[src/design/nec_pkg.sv]
// Shared types, constants and helpers of the NFA epsilon-closure engine.
// No dependencies.
package nec_pkg;

	localparam int NODE_COUNT = 64;
	localparam int NODE_W     = (NODE_COUNT > 1) ? $clog2(NODE_COUNT) : 1;

	// Field widths fixed by the item format
	localparam int SET_W   = 64;
	localparam int INDEX_W = 6;
	localparam int TAINT_W = 8;

	localparam logic [INDEX_W:0] NODE_LIMIT = (INDEX_W+1)'(NODE_COUNT);

	localparam logic OP_WRITE = 1'b0;
	localparam logic OP_QUERY = 1'b1;

	typedef logic [NODE_COUNT-1:0] set_t;
	typedef logic [NODE_W-1:0]     idx_t;

	typedef struct packed {
		logic                opcode;
		logic [INDEX_W-1:0]  node_index;
		logic [SET_W-1:0]    epsilon_row;
		logic                node_accepting;
		logic [TAINT_W-1:0]  node_taint;
		logic [SET_W-1:0]    start_set;
	} req_t;

	typedef struct packed {
		logic [SET_W-1:0] closure_set;
		logic [SET_W-1:0] accept_set;
		logic             multi_taint;
	} rsp_t;

	typedef struct packed {
		set_t               row;
		logic               accepting;
		logic [TAINT_W-1:0] taint;
	} node_entry_t;

	typedef struct packed {
		logic        en;
		idx_t        addr;
		node_entry_t entry;
	} tbl_wr_t;

	typedef struct packed {
		logic en;
		idx_t addr;
	} tbl_rd_t;

	typedef struct packed {
		logic valid;
		set_t closure;
		set_t accepts;
		logic multi;
	} eng_res_t;

	// Encode a one-hot node set into its node number
	function automatic idx_t onehot_index(set_t oh);
		idx_t idx;
		idx = '0;
		for (int k = 0; k < NODE_COUNT; k++) begin
			if (oh[k]) begin
				idx = idx | idx_t'(k);
			end
		end
		return idx;
	endfunction

endpackage

[src/design/nec_engine.sv]
// Closure sequencer: takes items, writes node entries, walks the closure worklist
// one node read per cycle while a node is pending, and gathers accept and taint summaries. Depends on nec_pkg.
module nec_engine import nec_pkg::*; (
	input  logic        clk,
	input  logic        arst_n,
	input  logic        take,
	input  req_t        item,
	output logic        ready,
	output tbl_wr_t     tbl_wr,
	output tbl_rd_t     tbl_rd,
	input  node_entry_t tbl_entry,
	output eng_res_t    res,
	input  logic        res_take
);

	typedef enum logic [1:0] {
		ST_IDLE,
		ST_RUN,
		ST_FINISH
	} state_t;

	state_t             state_q;
	logic               rd_s1;
	idx_t               idx_s1;
	set_t               cur_q;
	set_t               done_q;
	set_t               acc_q;
	logic               have_q;
	logic [TAINT_W-1:0] first_q;
	logic               multi_q;

	set_t pend;
	set_t pick_oh;
	idx_t pick_idx;
	logic query_start;

	// Pick the lowest pending node of the worklist
	assign pend     = cur_q & ~done_q;
	assign pick_oh  = pend & (~pend + 1'b1);
	assign pick_idx = onehot_index(pick_oh);

	assign ready       = (state_q == ST_IDLE);
	assign query_start = take && (item.opcode == OP_QUERY);

	// Table write for a node load, dropped beyond the table
	always_comb begin
		tbl_wr.en              = take && (item.opcode == OP_WRITE)
		                         && ({1'b0, item.node_index} < NODE_LIMIT);
		tbl_wr.addr            = item.node_index[NODE_W-1:0];
		tbl_wr.entry.row       = item.epsilon_row[NODE_COUNT-1:0];
		tbl_wr.entry.accepting = item.node_accepting;
		tbl_wr.entry.taint     = item.node_taint;
	end

	assign tbl_rd.en   = (state_q == ST_RUN) && (pend != '0);
	assign tbl_rd.addr = pick_idx;

	always_comb begin
		res.valid   = (state_q == ST_FINISH);
		res.closure = cur_q;
		res.accepts = acc_q;
		res.multi   = multi_q;
	end

	// Sequencer state
	always_ff @(posedge clk or negedge arst_n) begin
		if (!arst_n) begin
			state_q <= ST_IDLE;
			rd_s1   <= 1'b0;
		end else begin
			rd_s1 <= tbl_rd.en;
			unique case (state_q)
				ST_IDLE: begin
					if (query_start) begin
						state_q <= ST_RUN;
					end
				end
				ST_RUN: begin
					if ((pend == '0) && !rd_s1) begin
						state_q <= ST_FINISH;
					end
				end
				ST_FINISH: begin
					if (res_take) begin
						state_q <= ST_IDLE;
					end
				end
				default: state_q <= ST_IDLE;
			endcase
		end
	end

	// Closure set, visited marks, taint summary and accept marks (of tainted nodes only)
	always_ff @(posedge clk) begin
		if (query_start) begin
			cur_q   <= item.start_set[NODE_COUNT-1:0];
			done_q  <= '0;
			acc_q   <= '0;
			have_q  <= 1'b0;
			first_q <= '0;
			multi_q <= 1'b0;
		end else if (state_q == ST_RUN) begin
			idx_s1 <= pick_idx;
			if (tbl_rd.en) begin
				done_q[pick_idx] <= 1'b1;
			end
			// Merge the successors of the node read last cycle
			if (rd_s1) begin
				cur_q <= cur_q | tbl_entry.row;
				if (tbl_entry.taint != '0) begin
					if (!have_q) begin
						have_q  <= 1'b1;
						first_q <= tbl_entry.taint;
					end else if (tbl_entry.taint != first_q) begin
						multi_q <= 1'b1;
					end
					if (tbl_entry.accepting) begin
						acc_q[idx_s1] <= 1'b1;
					end
				end
			end
		end
	end

endmodule

[config.mk]
export PLATFORM = sky130hd
export DESIGN_NAME = nec_engine
export DESIGN_NICKNAME = d
export VERILOG_FILES = /design/src/design/nec_pkg.sv /design/src/design/nec_engine.sv
export SDC_FILE = /design/constraint.sdc
export NUM_CORES = 1
export LEC_CHECK = 0
export BUFFER_PORTS_ARGS = -buffer_cell sky130_fd_sc_hd__buf_2
export CORE_MARGIN = 8
export CORE_UTILIZATION = 40
export CTS_BUF_LIST = sky130_fd_sc_hd__clkbuf_4
export DETAILED_ROUTE_END_ITERATION = 7
export HOLD_SLACK_MARGIN = 0.06
export PLACE_DENSITY = 0.78
export SYNTH_ARGS = -nofsm -noshare
export SYNTH_HDL_FRONTEND = slang
export SYNTH_SLANG_ARGS = --single-unit
[constraint.sdc]
create_clock -name clk -period 3.3 [get_ports clk]
set_input_delay 0.66 -clock clk [delete_from_list [all_inputs] [get_ports clk]]
set_output_delay 0.66 -clock clk [all_outputs]
set_load 0.02 [all_outputs]
**Word-level counts from Yosys, hierarchy flattened**

Cells that the tools add are included.

- Equality and inequality tests: 7
- Multipliers: 0
- Reduce and logical (&&, ||, !) cells: 26
- Shifts and indexed selects: 0
- Bitwise logic cells: 9
- Muxes and demuxes: 148
- Order comparisons: 4
- Divide/modulo/power cells: 0
- $add $sub $neg: 1

Operators with widths:

| cell | number |
|---|---|
| $mux W64 | 25 |
| $mux W6 | 34 |
| $or A64 B64 Y64 | 3 |
| $and A64 B64 Y64 | 2 |
| $not A64 Y64 | 2 |
| $mux W8 | 14 |
| $mux W5 | 16 |
| $add A64 B1 Y64 const B | 1 |
| $logic_not A64 Y1 | 1 |
| $reduce_bool A64 Y1 | 1 |
| $mux W1 | 36 |
| $mux W4 | 8 |
| $mux W2 | 8 |
| $lt A6 B7 Y1 const B | 2 |
| $reduce_bool A2 Y1 | 7 |
| $demux W1 S6 | 2 |
| $ge A6 B1 Y1 const B | 2 |
| $mux W3 | 4 |
| $ne A2 B1 Y1 const B | 4 |
| $ne A8 B8 Y1 | 1 |
| $reduce_and A4 Y1 | 2 |
| $reduce_bool A8 Y1 | 1 |
| $logic_and A1 B1 Y1 | 6 |
| $pmux W2 S3 | 1 |
| 8 further kinds | 12 |

- Bits in writable memories: 0
- Memories: 0
- Bits in read-only memories: 0
- Output and inout port bits: 218
- Bits of input ports: 221
- Register bits after elaboration: 211
- Latch bits: 0

**Depth between registers and ports, before layout**

- Word-level depth: 78
- Mapped depth: 12

**Worst setup path before layout**

Ideal clock, no wire load.

- Path kind: register to output
- From: reg cur_q[0]
- To: out tbl_rd[0] in the netlist's numbering
- Path slack: -0.238 ns
- Cell stages (with the launch flop): 10
- Data arrival time: 2.878 ns
- Path buffers: 0
- Cells stage by stage: edfxtp_1 > nor2b_1 > or4_4 > nor4_4 > nand4_2 > a2111oi_4 > a211oi_2 > nand2_2 > nor2_1 > inv_1

RTL lines:

| element | line | source |
|---|---|---|
| start, declared | nec_engine.sv:25 | `set_t cur_q;` |
| start signal, assigned | nec_engine.sv:96 | `cur_q <= item.start_set[NODE_COUNT-1:0];` |
| start signal, assigned | nec_engine.sv:109 | `cur_q <= cur_q \| tbl_entry.row;` |
| end, declared | nec_engine.sv:10 | `output tbl_rd_t tbl_rd,` |

==> results.json <==
{
  "cts_tree": "built",
  "drt_pass1_iterations": 5,
  "core_mm2": 0.02665,
  "power_uw": 7684,
  "synth_cell_types": 80,
  "synth_nets": 1472,
  "relSlewSlack_pct": 25.01,
  "start_util_pct": 40.32,
  "avgViaCountPerCell": 5.341,
  "post-route-period-util_pct": 120.9,
  "grt_start_max_net_pins": 88,
  "maxSlewViolCount": 0,
  "die_area_mm2": 0.03236,
  "clk_pin_slew_ns": 0.08,
  "ff2ff_setup_slack_ns": -0.11,
  "track_usage_pct": 23.13,
  "io_buffers": 280,
  "path_class": "flip-flop to output pin",
  "crit_path_end_kind": "output pin",
  "vias": 10850,
  "antennaDiodeCount": 0,
  "synthArstFlopShare_pct": 1.422,
  "synth_cells": 1251,
  "seq_area_frac_synth_pct": 45.97,
  "irDropWorstVdd_mv": 0.2799,
  "dpl_cell_area_mm2": 0.01301,
  "stdcell_area_mm2": 0.01442,
  "cp_cell_sequence": "nor2b_4, or4_4, nor4_4, buf_6, nand3_4, buf_4, a211oi_1, a2111oi_2, nand3_2, buf_6",
  "ios": 439,
  "antenna_found_initial": 0,
  "dp_hpwl_um": 29980,
  "hold_ws_ns": 0.2244,
  "period_minus_slack_ns": 3.991,
  "fin_tns_setup_ns": -6.513,
  "slowest_stage": "or4_4",
  "nFillCells": 2457,
  "num-nets-final": 1864,
  "cts_root_buf": "clkbuf_4",
  "synth_seq_cells": 211,
  "critPathRequiredTime_ns": 2.64,
  "routed_wl_um": 38960,
  "hold_viol_final": 0,
  "max_freq_mhz": 250.6,
  "layout_setup_ws_ns": -0.6906,
  "yosysTopAreaCellShare_pct": 25.71,
  "grt-ovfl-total": 0,
  "die_x_um": 179.9,
  "clock_path_buffers": 3,
  "synth_edf_count": 70,
  "worst_pin_slew_ns": 1.116,
  "r2r-start": "cur_q[1]",
  "cp-start-kind": "flip-flop",
  "synthTopCellsByArea": "dfxtp_1 (26%), edfxtp_1 (20%), nand2_1 (7.4%)",
  "rsz0062_at_grt": "yes",
  "failed_checks": "setup timing",
  "grt_pass1_wl_um": 60620,
  "drc": 0,
  "yosys_warnings": 0,
  "crit_fanout": 7,
  "cap_violations": 0,
  "hold_path_startpoint": "item[58]",
  "avgSynthCellArea_um2": 8.589,
  "clock_sinks": 211,
  "synth.most_common_cell": "nand2_1",
  "ant_nets": 0,
  "post-synth-top-area-cell": "dfxtp_1",
  "cpMostUsedCell": "buf_6",
  "grt_pass1_vias": 11140,
  "drtIter0Drc": 610,
  "syn_area_mm2": 0.01075,
  "ys_top_cells_by_count": "nand2_1 (212), dfxtp_1 (138), nor2_1 (133)",
  "placementRows": 60,
  "place_congestion": 0.9633,
  "clk-insertion-delay-late_ns": 0.70,
  "holdCritPathClass": "primary input to flip-flop",
  "p_leak_uw": 0.006347,
  "die_h_um": 179.9,
  "htreeDepth": 2,
  "drive_gt1_share_pct": 38.97,
  "numCtsBuffers": 56,
  "finalClockSkew_ns": 0.05402,
  "area_delta_synth_final_pct": 34.23,
  "worst_ep_arrival_time_ns": 3.33,
  "post_drt_wl_per_cell_um": 19.17,
  "critPathLaunch": "cur_q[1]",
  "status": "finished, violations left",
  "synth_ff_type": "dfxtp_1",
  "setup_violations": 47,
  "power_density_mw_per_mm2": 532.7,
  "max_stage_delay_ns": 0.57
}
==> final timing paths <==
kind                         endpoint  cells after the start
max in group asynchronous       rd_s1                      2
min in group asynchronous  state_q[0]                      2
max                         tbl_rd[3]                     10
max reg2reg                 done_q[4]                     15
min                         cur_q[58]                      3
min reg2reg                done_q[48]                      2
==> cells by family (layout without fill, tap and decap cells) <==
| kind of cell | count (synthesis) | count (layout) | synth area share (%) |
|---|---|---|---|
| AND/OR/NAND/NOR | 623 | 624 | 29.66 |
| buffers and inverters | 133 | 572 | 7.557 |
| multiplexers | 6 | 6 | 0.5589 |
| flip-flops | 211 | 211 | 45.97 |
| AO/OA/AOI/OAI | 270 | 270 | 15.60 |
| XOR/XNOR | 8 | 8 | 0.6521 |
==> area by class of cell <==
class / count / area [µm²] / area share, %
flip-flops and latches: 211 / 4940 / 34.25
well taps: 341 / 426.7 / 2.958
clock inverters: 24 / 140.1 / 0.9715
inverters: 11 / 41.29 / 0.2863
multi-input cells: 908 / 5406 / 37.48
clock buffers: 82 / 615.6 / 4.268
repair buffers: 455 / 2854 / 19.79
==> state kept, by name, indices dropped and copies added (netlist names) <==
signal and flops:
first_q 8, state_q 2, multi_q 1, idx_s1 6, cur_q 64, rd_s1 1, have_q 1, acc_q 64
done_q 64
==> worst max-delay path: cells and delay by family (launching register included) <==
family | cells | cell delay [ns]
compound gates | 2 | 0.56
buf+inv | 3 | 0.51
flops | 1 | 0.38
simple gates | 5 | 1.19
==> placed cells by master, fill, tap and decap left out, types with 4 or more instances in the layout <==
cell / count
a211oi_1: 4
a21oi_1: 81
a21oi_2: 4
a22o_1: 9
a31oi_1: 5
a32o_1: 5
and3_1: 10
buf_12: 4
buf_2: 274
buf_4: 157
buf_6: 19
clkbuf_4: 82
clkinv_1: 11
clkinv_2: 9
dfxtp_1: 138
edfxtp_1: 70
inv_1: 10
mux2i_1: 6
nand2_1: 208
nand2b_1: 53
nand2b_4: 4
nand3_1: 33
nand3_2: 5
nand4_1: 19
nor2_1: 129
nor2_2: 6
nor2b_1: 38
nor3_1: 23
nor3_2: 8
nor3b_1: 5
nor4_1: 17
nor4_2: 10
nor4_4: 5
o21ai_0: 71
o21ai_1: 29
o21ai_2: 14
xor2_1: 8
==> metal layers <==
layer	share of wire (%)	track usage [%]	vias up
met3	9.4	7.339	100
met4	3.6	9.036	0
met5	0	0	-
met1	39	26.69	5034
li1	-	-	5164
met2	48	39.45	555
==> timing repair <==
action / in CTS / in global routing
hold endpoints to repair: 3 / 0
cloned: 1 / 0
buffers inserted: 24 / 10
gates resized for setup: 54 / 46
endpoints found under the setup margin: 43 / 72
pin swaps: 33 / 11
hold buffers: 1 / 0
==> through the flow <==
step                      util (%)  cells  setup WS (ns)
after floorplan                  -   1251        -0.1021
after global placement       48.80   1901       -0.07661
after detailed placement     48.80   1901        -0.1611
after CTS                    53.40   2032        -0.7214
after global routing         54.12   2032        -0.7925
final                        54.12   2032        -0.6906
==> power breakdown <==
| part | total [µW] | leakage, µW | internal (µW) | switching, µW |
|---|---|---|---|---|
| sequential | 3100 | 0.00184 | 2920 | 181 |
| combinational | 2200 | 0.00406 | 898 | 1300 |
| clock | 2380 | 0.000448 | 1240 | 1150 |
| total | 7680 | 0.00635 | 5060 | 2630 |
(Power assumes the default switching activity.)
